$ cat src/rtl/lip_pkg.sv
// Shared types and constant tables for the Lehmer code permutation decoder.
`timescale 1ns / 1ps
package lip_pkg;

    // Fixed field widths
    localparam int INDEX_W = 16;
    localparam int ITEM_W  = 3;
    localparam int COUNT_W = 4;

    // Factorials 0! .. 7!, one per remaining digit count
    localparam logic [INDEX_W-1:0] FACT_TAB [8] = '{
        16'd1, 16'd1, 16'd2, 16'd6, 16'd24, 16'd120, 16'd720, 16'd5040
    };

    // Full range n! indexed by item count n (0 .. 8)
    localparam logic [INDEX_W-1:0] TOTAL_TAB [9] = '{
        16'd1, 16'd1, 16'd2, 16'd6, 16'd24, 16'd120, 16'd720, 16'd5040, 16'd40320
    };

    // Control broadcast along the pool cell row
    typedef struct packed {
        logic load;   // restore the identity pool
        logic shift;  // close the gap left by the taken entry
    } pool_ctrl_t;

    // Digit unit result
    typedef struct packed {
        logic [ITEM_W-1:0]  quotient;
        logic [INDEX_W-1:0] remainder;
    } digit_t;

endpackage

$ cat src/rtl/lip_cell.sv
// One pool cell: holds one unused item and takes its right neighbor's on a shift.
`timescale 1ns / 1ps
module lip_cell (
    input  logic                       aclk,
    input  lip_pkg::pool_ctrl_t        ctrl,
    input  logic                       take,
    input  logic [lip_pkg::ITEM_W-1:0] init_item,
    input  logic [lip_pkg::ITEM_W-1:0] next_item,
    output logic [lip_pkg::ITEM_W-1:0] item
);
    import lip_pkg::*;

    logic [ITEM_W-1:0] item_reg;
    logic [ITEM_W-1:0] item_next;

    // Load identity, or pull the neighbor's item when at or past the gap
    always_comb begin
        item_next = item_reg;
        if (ctrl.load) begin
            item_next = init_item;
        end else if (ctrl.shift && take) begin
            item_next = next_item;
        end
    end

    always_ff @(posedge aclk) begin
        item_reg <= item_next;
    end

    assign item = item_reg;

endmodule

$ cat src/rtl/lip_digit.sv
// Digit unit: one factoradic digit by comparing against multiples of a factorial.
`timescale 1ns / 1ps
module lip_digit (
    input  logic [lip_pkg::INDEX_W-1:0] rem_index,
    input  logic [lip_pkg::ITEM_W-1:0]  digit_count,
    input  logic [lip_pkg::COUNT_W-1:0] remaining,
    output lip_pkg::digit_t             digit
);
    import lip_pkg::*;

    logic [INDEX_W-1:0] fact;
    logic [INDEX_W-1:0] mult [8];
    logic [6:0]         ge;
    logic [ITEM_W-1:0]  q_raw;
    logic [ITEM_W-1:0]  q_max;

    assign fact = FACT_TAB[digit_count];

    // Constant multiples of the selected factorial
    genvar k;
    generate
        for (k = 0; k < 8; k++) begin : g_mult
            assign mult[k] = INDEX_W'(fact * INDEX_W'(k));
        end
        for (k = 1; k < 8; k++) begin : g_cmp
            assign ge[k-1] = (rem_index >= mult[k]);
        end
    endgenerate

    // Quotient is the number of nonzero multiples not above the index
    always_comb begin
        q_raw = '0;
        for (int i = 0; i < 7; i++) begin
            q_raw = q_raw + ITEM_W'(ge[i]);
        end
    end

    // Clamp the pick to the last pool entry still in use
    assign q_max = ITEM_W'(remaining - COUNT_W'(1));

    always_comb begin
        digit.remainder = rem_index - mult[q_raw];
        digit.quotient  = (q_raw > q_max) ? q_max : q_raw;
    end

endmodule

$ cat src/rtl/lehmer_index_to_permutation.sv
// Top level: Lehmer code decoder from permutation index to a stream of item picks.
//
//   channel   ports                                       direction
//   input     s_valid s_ready s_perm_index                in
//   result    m_valid m_ready m_position m_original_item  out
//             m_last m_index_error
//   config    cfg_valid cfg_ready cfg_data (item_count)   in
//
// Accepting an index loads the pool cell row; each step then yields the result for
// one position, set by the digit unit feeding the pool cells. An index of N! or
// more yields one error result. No new index is accepted while busy.
// Reset (aresetn low, synchronous) clears control and sets item_count to 8.
// A stall on m_ready holds the digit sequence; the result register holds.
`timescale 1ns / 1ps
module lehmer_index_to_permutation #(
    parameter int MAX_ITEMS = 8
) (
    input  logic                        aclk,
    input  logic                        aresetn,

    input  logic                        s_valid,
    output logic                        s_ready,
    input  logic [lip_pkg::INDEX_W-1:0] s_perm_index,

    output logic                        m_valid,
    input  logic                        m_ready,
    output logic [lip_pkg::ITEM_W-1:0]  m_position,
    output logic [lip_pkg::ITEM_W-1:0]  m_original_item,
    output logic                        m_last,
    output logic                        m_index_error,

    input  logic                        cfg_valid,
    output logic                        cfg_ready,
    input  logic [lip_pkg::COUNT_W-1:0] cfg_data
);
    import lip_pkg::*;

    localparam int IDX_W = (MAX_ITEMS > 1) ? $clog2(MAX_ITEMS) : 1;

    // Configuration
    logic [COUNT_W-1:0] item_count_reg;
    logic [COUNT_W-1:0] n_eff;

    // Control and working state
    logic               busy_reg;
    logic               err_reg;
    logic [ITEM_W-1:0]  pos_reg;
    logic [COUNT_W-1:0] n_reg;
    logic [INDEX_W-1:0] rem_reg;

    // Result register
    logic               m_valid_reg;
    logic [ITEM_W-1:0]  m_position_reg;
    logic [ITEM_W-1:0]  m_item_reg;
    logic               m_last_reg;
    logic               m_err_reg;

    logic               accept;
    logic               step;
    logic [COUNT_W-1:0] remaining;
    logic [ITEM_W-1:0]  digit_count;
    logic               last_pos;
    digit_t             digit;
    pool_ctrl_t         pool_ctrl;
    logic [ITEM_W-1:0]  pool_item [MAX_ITEMS];
    logic [ITEM_W-1:0]  pick;

    // Accept the configuration write at any time; register it
    assign cfg_ready = 1'b1;

    always_ff @(posedge aclk) begin
        if (!aresetn) begin
            item_count_reg <= COUNT_W'(8);
        end else if (cfg_valid && cfg_ready) begin
            item_count_reg <= cfg_data;
        end
    end

    // Clamp the item count into 1 .. MAX_ITEMS
    always_comb begin
        n_eff = item_count_reg;
        if (n_eff == '0) begin
            n_eff = COUNT_W'(1);
        end
        if (n_eff > COUNT_W'(MAX_ITEMS)) begin
            n_eff = COUNT_W'(MAX_ITEMS);
        end
    end

    // Handshake
    assign s_ready = !busy_reg;
    assign accept  = s_valid && s_ready;
    assign step    = busy_reg && (!m_valid_reg || m_ready);

    assign remaining   = n_reg - COUNT_W'(pos_reg);
    assign digit_count = ITEM_W'(remaining - COUNT_W'(1));
    assign last_pos    = (remaining == COUNT_W'(1));

    lip_digit u_digit (
        .rem_index   (rem_reg),
        .digit_count (digit_count),
        .remaining   (remaining),
        .digit       (digit)
    );

    // Pool cell row
    assign pool_ctrl.load  = accept;
    assign pool_ctrl.shift = step && !err_reg;

    genvar i;
    generate
        for (i = 0; i < MAX_ITEMS; i++) begin : g_pool
            logic [ITEM_W-1:0] next_item;
            if (i == MAX_ITEMS - 1) begin : g_end
                assign next_item = pool_item[i];
            end else begin : g_mid
                assign next_item = pool_item[i+1];
            end
            lip_cell u_cell (
                .aclk      (aclk),
                .ctrl      (pool_ctrl),
                .take      (digit.quotient <= ITEM_W'(i)),
                .init_item (ITEM_W'(i)),
                .next_item (next_item),
                .item      (pool_item[i])
            );
        end
    endgenerate

    assign pick = pool_item[digit.quotient[IDX_W-1:0]];

    // Sequence control: load on accept, advance one position per step
    always_ff @(posedge aclk) begin
        if (!aresetn) begin
            busy_reg <= 1'b0;
        end else if (accept) begin
            busy_reg <= 1'b1;
        end else if (step && (err_reg || last_pos)) begin
            busy_reg <= 1'b0;
        end
    end

    always_ff @(posedge aclk) begin
        if (accept) begin
            n_reg   <= n_eff;
            err_reg <= (s_perm_index >= TOTAL_TAB[n_eff]);
            rem_reg <= s_perm_index;
            pos_reg <= '0;
        end else if (step) begin
            rem_reg <= digit.remainder;
            pos_reg <= pos_reg + ITEM_W'(1);
        end
    end

    // Result register: fill on step, drop when taken
    always_ff @(posedge aclk) begin
        if (!aresetn) begin
            m_valid_reg <= 1'b0;
        end else if (step) begin
            m_valid_reg <= 1'b1;
        end else if (m_ready) begin
            m_valid_reg <= 1'b0;
        end
    end

    always_ff @(posedge aclk) begin
        if (step) begin
            if (err_reg) begin
                m_position_reg <= '0;
                m_item_reg     <= '0;
                m_last_reg     <= 1'b1;
                m_err_reg      <= 1'b1;
            end else begin
                m_position_reg <= pos_reg;
                m_item_reg     <= pick;
                m_last_reg     <= last_pos;
                m_err_reg      <= 1'b0;
            end
        end
    end

    assign m_valid         = m_valid_reg;
    assign m_position      = m_position_reg;
    assign m_original_item = m_item_reg;
    assign m_last          = m_last_reg;
    assign m_index_error   = m_err_reg;

endmodule

$ cat config.mk
export PLATFORM = sky130hd
export DESIGN_NAME = lehmer_index_to_permutation
export DESIGN_NICKNAME = d
export VERILOG_FILES = /design/src/rtl/lip_pkg.sv /design/src/rtl/lip_cell.sv /design/src/rtl/lip_digit.sv /design/src/rtl/lehmer_index_to_permutation.sv
export SDC_FILE = /design/constraint.sdc
export NUM_CORES = 1
export LEC_CHECK = 0
export BUFFER_PORTS_ARGS = -buffer_cell sky130_fd_sc_hd__buf_2
export CAP_MARGIN = 20
export CORE_ASPECT_RATIO = 1.4
export CORE_UTILIZATION = 58
export DETAILED_ROUTE_END_ITERATION = 16
export MAX_ROUTING_LAYER = met4
export PLACE_DENSITY = 0.76
export SETUP_SLACK_MARGIN = 0.5
export SLEW_MARGIN = 5
export SYNTH_ARGS = -nofsm -noshare
export SYNTH_HDL_FRONTEND = slang
export SYNTH_SLANG_ARGS = --single-unit
$ cat constraint.sdc
create_clock -name aclk -period 10 [get_ports aclk]
set_clock_uncertainty 0.2 [all_clocks]
set_input_delay 2 -clock aclk [delete_from_list [all_inputs] [get_ports aclk]]
set_output_delay 2 -clock aclk [all_outputs]
set_load 0.03 [all_outputs]
# Word level (Yosys, flattened, before mapping)
# Memory sizes are Yosys's and may differ from the RTL's.
# Index checks and enable logic that the tools add are counted.
[op_classes]
reduce_logical = 20
n_eq_ne = 1
order_cmp = 21
bitwise = 4
n_addsub = 10
n_mux = 20
multipliers = 4
[op_table]
columns = ["op", "n"]
rows = [
  ["greater-or-equal comparator 16 bit", 8],
  ["2-to-1 mux 16 bit", 8],
  ["binary-select mux 16 bit (select 3 bit)", 1],
  ["multiplier 16 x 3 -> 16 bit (second input constant)", 2],
  ["multiplier 16 x 2 -> 15 bit (second input constant)", 1],
  ["multiplier 16 x 2 -> 16 bit (second input constant)", 1],
  ["subtractor 16 bit", 1],
  ["adder 3 x 1 -> 3 bit", 5],
  ["greater-or-equal comparator 4 bit (second input constant)", 3],
  ["NOT 3 -> 4 bit", 3],
  ["logical AND 1 bit", 11],
  ["binary-select mux 3 bit (select 3 bit)", 1],
  ["<= comparator 3 bit (second input constant)", 3],
  ["2-to-1 mux 3 bit", 3],
  ["2-to-1 mux 4 bit", 2],
  ["<= comparator 3 x 1 -> 1 bit (second input constant)", 2],
  ["<= comparator 3 x 2 -> 1 bit (second input constant)", 2],
  ["nonzero test 2 bit", 3],
  ["greater-or-equal comparator 5 bit (second input constant)", 1],
  ["2-to-1 mux 1 bit", 5],
  ["NOT 4 -> 5 bit", 1],
  ["== test 4 x 1 -> 1 bit (second input constant)", 1],
  ["greater-than comparator 4 bit (second input constant)", 1],
  ["zero test 4 bit", 1],
  ["7 further kinds", 10],
]
[word_totals]
register_bits = 55
n_memories = 2
mem_bits_ro = 384
[mem_list]
columns = ["memory", "words", "word_bits", "rd", "rd_clocked_by_memory_dff", "write_ports", "line_no", "text"]
rows = [
  ["(no name shown)", 16, 16, 1, 0, 0, "lehmer_index_to_permutation.sv:146", "err_reg <= (s_perm_index >= TOTAL_TAB[n_eff]);"],
  ["(no name shown)", 8, 16, 1, 0, 0, "lip_digit.sv:17", "assign fact = FACT_TAB[digit_count];"],
]

# Longest topological paths before layout
# Gate-level depths: netlist of run 1.
[depth]
word_depth = 20
ltp_mapped = 46

# Cells and area by module
# From an unflattened synthesis of run 1, not the netlist that was laid out.
[unflattened]
cells_unflattened = 878
hier_area_um2 = 7766.2
[modules_own_cells]
columns = ["module", "seq_area_each_um2", "cells_per_inst", "area_each_um2", "instances"]
rows = [
  ["lip_digit", 0.0, 600, 4489.3, 1],
  ["lehmer_index_to_permutation", 1051.0, 222, 2215.9, 1],
  ["lip_cell", 90.1, 7, 132.6, 8],
]

# Least setup slack after synthesis of run 1
# OpenSTA, ideal clock, no wires.
[synth_timing]
kind = "register to register"
startpoint = "register pos_reg[0]"
endpoint = "register m_item_reg[0] (netlist: m_original_item[0]) (data pin)"
t_required_ns = 9.532
setup_ns = 0.268
t_arrival_ns = 9.315
path_stages_with_launch = 41
setup_slack_ns = 0.217
path_buffers = 4
cell_sequence = "dfxtp_1 ha_1 fa_1 ha_1 inv_1 ha_1 inv_1 buf_2 ha_1 clkbuf_1 xor2_1 ha_1 or2_2 ha_1 a211o_1 o211ai_1 a21oi_1 o21a_1 [... 5 more ...] a21oi_1 o211ai_1 a41o_1 fa_1 ha_1 inv_1 fa_1 xor2_1 inv_1 clkbuf_1 buf_1 ha_1 o21a_1 o21ai_2 mux2i_1 mux4_1 nand2_1 a21oi_1"
[synth_via]
elab_chain_len = 19
elab_cells_between_ends = 29
classes_between = "add/sub: 8; mul: 4; order compare: 8; mux: 6; bitwise: 2; memory: 1"
[synth_rtl]
columns = ["item", "line_no", "text"]
rows = [
  ["start, declared", "lehmer_index_to_permutation.sv:47", "logic [ITEM_W-1:0] pos_reg;"],
  ["start signal, assigned", "lehmer_index_to_permutation.sv:151", "pos_reg <= pos_reg + ITEM_W'(1);"],
  ["subtractor 4 x 3 -> 4 bit (*)", "lehmer_index_to_permutation.sv:95", "assign remaining = n_reg - COUNT_W'(pos_reg);"],
  ["subtractor 3 x 1 -> 3 bit (*)", "lip_digit.sv:39, lehmer_index_to_permutation.sv:96", ""],
  ["NOT 3 -> 4 bit (not written as such)", "lip_digit.sv:17", ""],
  ["memory (8 x 16 bit)", "-", ""],
  ["2-to-1 mux 16 bit (not written as such) (2 in series)", "lip_digit.sv:17", ""],
  ["multiplier 16 x 2 -> 16 bit or greater-or-equal comparator 16 bit (tied branches)", "lip_digit.sv:23, lip_digit.sv:26", ""],
  ["greater-or-equal comparator 16 bit or adder 1 x 1 -> 2 bit (tied branches)", "lip_digit.sv:26, lip_digit.sv:34", ""],
  ["adder 3 x 1 -> 3 bit (5 in series)", "lip_digit.sv:34", "q_raw = q_raw + ITEM_W'(ge[i]);"],
  ["greater-than comparator 3 bit", "lip_digit.sv:43", "digit.quotient = (q_raw > q_max) ? q_max : q_raw;"],
  ["2-to-1 mux 3 bit (*)", "lip_digit.sv:43", ""],
  ["NOT 3 -> 4 bit (not written as such) (*)", "lehmer_index_to_permutation.sv:130", "assign pick = pool_item[digit.quotient[IDX_W-1:0]];"],
  ["binary-select mux 3 bit (select 3 bit) (*)", "lehmer_index_to_permutation.sv:130", ""],
  ["2-to-1 mux 3 bit (not written as such) (*) (2 in series)", "lehmer_index_to_permutation.sv:130", ""],
  ["end signal, assigned", "lehmer_index_to_permutation.sv:175", "m_item_reg <= pick;"],
  ["end, declared", "lehmer_index_to_permutation.sv:54", "logic [ITEM_W-1:0] m_item_reg;"],
]
# Every way passes the cells marked *; elsewhere a longest branch is shown, timed or not. The select of a mux whose other input is x is not followed.
# A chain may end at the register's enable or synchronous reset.

# Worst setup path in the final report of run 1
[layout_timing]
startpoint = "register n_reg[0]"
endpoint = "register rem_reg[12] (data pin)"
[layout_via]
elab_chain_len = 20
elab_cells_between_ends = 30
classes_between = "add/sub: 9; mul: 4; order compare: 7; mux: 7; bitwise: 2; memory: 1"
[layout_rtl]
columns = ["item", "line_no", "text"]
rows = [
  ["start, declared", "lehmer_index_to_permutation.sv:48", "logic [COUNT_W-1:0] n_reg;"],
  ["start signal, assigned", "lehmer_index_to_permutation.sv:145", "n_reg <= n_eff;"],
  ["subtractor 4 x 3 -> 4 bit (*)", "lehmer_index_to_permutation.sv:95", ""],
  ["subtractor 3 x 1 -> 3 bit (*)", "lehmer_index_to_permutation.sv:96", "assign digit_count = ITEM_W'(remaining - COUNT_W'(1));"],
  ["NOT 3 -> 4 bit (not written as such) (*)", "lip_digit.sv:17", ""],
  ["memory (8 x 16 bit) (*)", "-", ""],
  ["2-to-1 mux 16 bit (not written as such) (*) (2 in series)", "lip_digit.sv:17", ""],
  ["multiplier 16 x 2 -> 16 bit or greater-or-equal comparator 16 bit (tied branches)", "lip_digit.sv:23, lip_digit.sv:26", ""],
  ["greater-or-equal comparator 16 bit or adder 1 x 1 -> 2 bit (tied branches)", "lip_digit.sv:26, lip_digit.sv:34", ""],
  ["adder 3 x 1 -> 3 bit (5 in series)", "lip_digit.sv:34", ""],
  ["NOT 3 -> 4 bit (not written as such)", "lip_digit.sv:42", "digit.remainder = rem_index - mult[q_raw];"],
  ["binary-select mux 16 bit (select 3 bit) (*)", "lip_digit.sv:42", ""],
  ["2-to-1 mux 16 bit (not written as such) (*) (2 in series)", "lip_digit.sv:42", ""],
  ["subtractor 16 bit (*)", "lip_digit.sv:42", ""],
  ["2-to-1 mux 16 bit (*)", "lehmer_index_to_permutation.sv:149", "end else if (step) begin"],
  ["2-to-1 mux 16 bit (*)", "lehmer_index_to_permutation.sv:144", "if (accept) begin"],
  ["end signal, assigned", "lehmer_index_to_permutation.sv:147", "rem_reg <= s_perm_index;"],
  ["end signal, assigned", "lehmer_index_to_permutation.sv:150", "rem_reg <= digit.remainder;"],
  ["end, declared", "lehmer_index_to_permutation.sv:49", "logic [INDEX_W-1:0] rem_reg;"],
]
# Marked as above.

==> impl_results.md, run 1 <==
- Total global routing overflow: 0
- Filler cell count: ~1000
- Area grow syn2layout: 20.1%
- Hold Crit Class: reg -> reg
- Site row count: 49
- Crit-path max FO: 6
- Slowest Stage Delay on Critical Path: 0.67 ns
- Clock sinks: 55
- Starting density of the core: 0.599
- DRT Pass-1 Iters: 5
- Worst slew margin: 0.537
- # IOs: 36
- DRT antenna net count: 0
- Final hold violations: 0
- Syn_area_per_cell: 8.46 um2
- Synth area leaders: ha_1, edfxtp_1, dfxtp_1, o21ai_0, a21oi_1
- Final setup viols: 0
- Post-synthesis net count: 1110
- Routed via count: 7589
- Critical Path RT: 9.83 ns
- TritonCTS clock tree: done
- Synth Register Bits: 55
- Post-synthesis sequential area ratio: 0.179
- Slew Viols, Final: 0
- Worst-Skew Late Latency: around 0.30 ns
- Yosys warning total: 0
- Post-DP HPWL: roughly 18 mm
- Share of cells above drive strength 1: 0.212
- DR iter-0 viols: 577
- Synth area leader: ha_1
- Reg2reg setup slack: around 0.52 ns
- Fmax: roughly 110 MHz
- Unique masters post-synth: 76
- Worst setup SP type: flip-flop
- GPL Wtd Cong: about 1.1
- Drt via density: about 6.5
- Initial antenna violation count: 0
- WS Path Type: reg -> reg
- CTS buffer count: 5
- Setup TNS: 0 ns
- Async S/R FF share, synth: 0
- Area of the multi-input gates: 0.00653 mm2
- Max reg flops: 17
- Post-synth EDFFs: 29
- Antenna Cells: 0
- Clock transition at path regs: 0.07 ns
- CP endpoint kind: flip-flop
- H-tree levels: 2
- RSZ-0062 raised after global routing: yes
- Final min period: roughly 9.5 ns
- Largest net degree at the start of global routing: 27
- Sequential cell area: 0.00139 mm2
- Final wirelength: around 25 mm
- Synthesized cell area: 0.00775 mm2
- Nets: 1181
- Cells after Synth: 916
- Global-route wire length before repair: 34.6 mm
- Die ar.: approximately 0.014 mm2
- Hold Buf Count CTS: 0
- Main synth FF type: edfxtp_1
- Max Cap Viol: 0
- Core area: 0.0129 mm2
- Maximum clock insertion buffer count: 2
- Die height: 139 um
- Port buffer count: 34
- Die Span X: 99.7 um
- CP max-delay cell: fa_2
- Status: finished, final reports clean
- Vias in the first global route: 6836
- Part of the cycle the worst path needs: 0.948
- Clock root buffer: clkbuf_16
- Avg WL per Cell: between 20 and 25 um
- GRT Overall Usage: 0.330
- Worst-Margin Slew: 0.692 ns
- Post-synth top area share: 0.257
- Residual DRC: 0
- CP arrival: 9.31 ns
cell families (layout without fill, tap and decap cells):
group                    count (synthesis)  after routing  synth area share
AO/OA/AOI/OAI                          272            272             0.231
other                                    1              1          0.000484
flip-flops                              55             55             0.179
AND/OR/NAND/NOR                        246            246             0.155
XOR/XNOR                                45             45            0.0508
adder cells (fa/ha/maj)                170            170             0.284
buffers and inverters                   97            169            0.0494
multiplexers                            30             30            0.0505
layer usage:
layer  global-route usage  vias to the layer above  part of all wire
met5                    -                        -                 0
met2                0.562                      374              0.50
met1                0.367                     3546              0.38
li1                     -                     3529                 -
met4                0.208                        0             0.067
met3               0.0267                      140             0.059
cell type report:
| type | count | share of cell area |
|---|---|---|
| Inverter | 65 | 0.0290 |
| Clock buffer | 6 | 0.0138 |
| Tap cell | 178 | 0.0239 |
| Timing Repair Buffer | 96 | 0.0813 |
| Multi-Input combinational cell | 764 | 0.701 |
| Clock inverter | 2 | 0.00161 |
| Sequential cell | 55 | 0.149 |
cells in the final DEF, fill, tap and decap left out, types with 9 or more instances in the layout:
cell	synthesis	routed
ha_1	159	136
nand2_1	76	73
nor2_1	58	56
o21ai_0	60	53
buf_4	2	52
inv_1	63	51
a21oi_1	59	51
buf_2	3	34
edfxtp_1	29	29
dfxtp_1	26	25
nand2b_1	19	19
a21o_1	19	19
mux2i_1	20	19
nand3_1	19	19
nor2b_1	20	19
ha_4	0	19
xor2_1	21	17
xnor2_1	24	17
o21a_1	17	17
nor3_1	15	15
a31oi_1	17	15
o21bai_1	11	9
a21oi_2	1	9
o211ai_1	9	9
metrics by stage:
stage / cell area [um2] / util / worst slack [ns] / std cells / hold slack (ns)
finish: 9320 / 0.720 / 0.523 / 1166 / 0.264
detailed placement: 8240 / 0.637 / 0.138 / 1124 / 0.263
global route: 9320 / 0.720 / 0.255 / 1166 / 0.309
CTS: 8530 / 0.660 / 0.513 / 1136 / 0.273
floorplan: 7780 / - / 0.511 / 916 / 0.224
global placement: 8240 / 0.637 / 0.349 / 1124 / 0.255
cell usage after synthesis (20+ instances only):
cell,n
a21oi_1,59
clkbuf_1,22
dfxtp_1,26
edfxtp_1,29
ha_1,159
inv_1,63
mux2i_1,20
nand2_1,76
nor2_1,58
nor2b_1,20
o21ai_0,60
xnor2_1,24
xor2_1,21
final timing paths:
kind                              endpoint  cells after the start                startpoint
hold / removal    g_pool[3].u_cell.item[2]                      2  g_pool[3].u_cell.item[2]
setup reg to reg               rem_reg[12]                     39                  n_reg[0]
setup / recovery               rem_reg[12]                     39                  n_reg[0]
hold reg to reg   g_pool[3].u_cell.item[2]                      2  g_pool[3].u_cell.item[2]
what timing repair did:
item                                    4_1_cts  5_1_grt
gates resized for setup                      25      103
endpoints found under the setup margin        8       18
setup buffers                                 3       28
endpoints found under the hold margin         0        0
gates cloned                                  1        2
pin swaps                                     4       46
worst max-delay path, delay by kind of cell (launching register included):
family	cells	cell delay (ns)
xor gates and xnor gates	3	0.80
adders and majority gates	13	4.47
buffers and inverters	7	0.64
AOI/OAI and AO/OA	11	2.09
DFF	1	0.34
and+or+nand+nor	5	0.69
Power of run 1 is not shown: default switching activity piles up to over one toggle a cycle in this logic, so the estimate is an artifact.
==> run 2, diff against run 1 <==
- REMOVE_ABC_BUFFERS: default -> 1
==> run 2 against run 1 <==
Against the previous run: via count fell by 3.7%; register-to-register slack improved by 0.19 ns; utilization fell by 1.7 points; final cell count did not move; first-iteration DRC count fell by 20%; sequential cell count did not move; non-clock buffer count did not move; wire length fell by 8.4%; sequential share of layout area rose by 0.40 points; critical path depth rose by 2.
==> impl_results.md, run 2 (same netlist as run 1, synthesis figures left out) <==
- Status: finished, final reports clean
- Highest metal used: met4
- CP arrival: 9.12 ns
- Share of cells above drive strength 1: 0.195
- # IOs: 36
- Area grow syn2layout: 17.2%
- Final min period: 9.28 ns
- Maximum clock insertion buffer count: 2
- Antenna Cells: 0
- Nets: 1181
- Die Span X: 99.7 um
- Hold Crit Class: reg -> reg
- Largest net degree at the start of global routing: 45
- Commonest non-fill, non-tap cell in the layout: ha_1
- RSZ-0062 raised after global routing: no
- Filler cell count: 1021
- Area of the multi-input gates: 0.00638 mm2
- Clock root buffer: clkbuf_16
- Fmax: ~110 MHz
- DRT antenna net count: 0
- GPL Wtd Cong: 0.987
- Critical Path RT: 9.84 ns
- Site row count: 49
- Core area: approximately 0.013 mm2
- Final hold violations: 0
- WS Path Type: reg -> reg
- Max reg flops: 17
- Final setup viols: 0
- H-tree levels: 2
- Total global routing overflow: 0
- CP endpoint kind: flip-flop
- CTS buffer count: 5
- Worst-Margin Slew: 0.664 ns
- Slew Viols, Final: 0
- Drt via density: 6.27
- Die height: 139 um
- Global-route wire length before repair: roughly 35 mm
- Non-filler cells in the finished layout: 1166
- DRT Pass-1 Iters: 6
- Setup TNS: 0 ns
- CP most frequent cell: o21ai_0
- Worst slew margin: 0.548
- Clock transition at path regs: 0.07 ns
- TritonCTS clock tree: done
- Met2 WL: 11.2 mm
- Port buffer count: 34
- Slowest Stage Delay on Critical Path: 0.59 ns
- Final wirelength: 22.6 mm
- Sequential cell area: about 0.0014 mm2
- Residual DRC: 0
- Crit-path max FO: 8
- Worst setup SP type: flip-flop
- Initial antenna violation count: 0
- Max Cap Viol: 0
- Clock sinks: 55
- Starting density of the core: 0.599
- CP max-delay cell: fa_2
- WHS: 0.285 ns
- Post-DP HPWL: 17.5 mm
- Vias in the first global route: 6811
- Avg WL per Cell: 19.4 um
- Part of the cycle the worst path needs: 0.928
- WL met3: 942 um
- Final core utilization: 0.703
- Most frequent cells in the layout: ha_1, nand2_1, buf_4, inv_1, nor2_1
- Cells after DPL: ~1100
- GRT Overall Usage: 0.330
- Worst-Skew Late Latency: 0.30 ns
- DR iter-0 viols: about 460
- Routed via count: 7309
- Die ar.: 0.0138 mm2
- WL met1: just under 9 mm
run 2: what timing repair did:
item                       4_1_cts  5_1_grt
gates cloned                     0        1
gates resized for setup         23       80
hold buffers                     0        0
buffers inserted                 1       32
pin swaps                        1       39
setup endpoints to repair        7       27
run 2: final cells by class:
type | count | share of cell area
timing repair buffer | 96 | 0.0758
clock buffer | 6 | 0.0142
tap | 178 | 0.0245
multi-input combinational | 764 | 0.702
clock inverter | 2 | 0.00179
inverter | 65 | 0.0279
sequential | 55 | 0.153
run 2: per-layer routing:
| layer | track usage | vias up |
|---|---|---|
| li1 | - | 3532 |
| met1 | 0.375 | 3401 |
| met2 | 0.552 | 276 |
| met3 | 0.0313 | 100 |
| met4 | 0.209 | 0 |
| met5 | - | - |
run 2: critical path, delay by kind of cell, from the launching register on:
kind                     cells  cell delay, ns
buffers and inverters        8            0.67
flip-flops                   1            0.32
AO/OA/AOI/OAI               15            2.70
XOR/XNOR                     2            0.53
AND/OR/NAND/NOR              4            0.49
adder cells (fa/ha/maj)     12            4.11
run 2: worst paths after layout:
path / from / endpoint / slack (ns) / cells past startpoint
max: n_reg[0] / rem_reg[12] / 0.72 / 41
min: g_pool[3].u_cell.item[2] / g_pool[3].u_cell.item[2] / 0.29 / 2
max reg2reg: n_reg[0] / rem_reg[12] / 0.72 / 41
min reg2reg: g_pool[3].u_cell.item[2] / g_pool[3].u_cell.item[2] / 0.29 / 2
run 2: per-stage QoR:
step	setup slack (ns)	area, um2
5_1_grt	0.350	9090
6_report	0.715	9090
4_1_cts	0.511	8460
3_3_place_gp	0.194	8220
2_1_floorplan	-0.366	7610
3_5_place_dp	0.0290	8220
Power of run 2 is left out for the same reason.
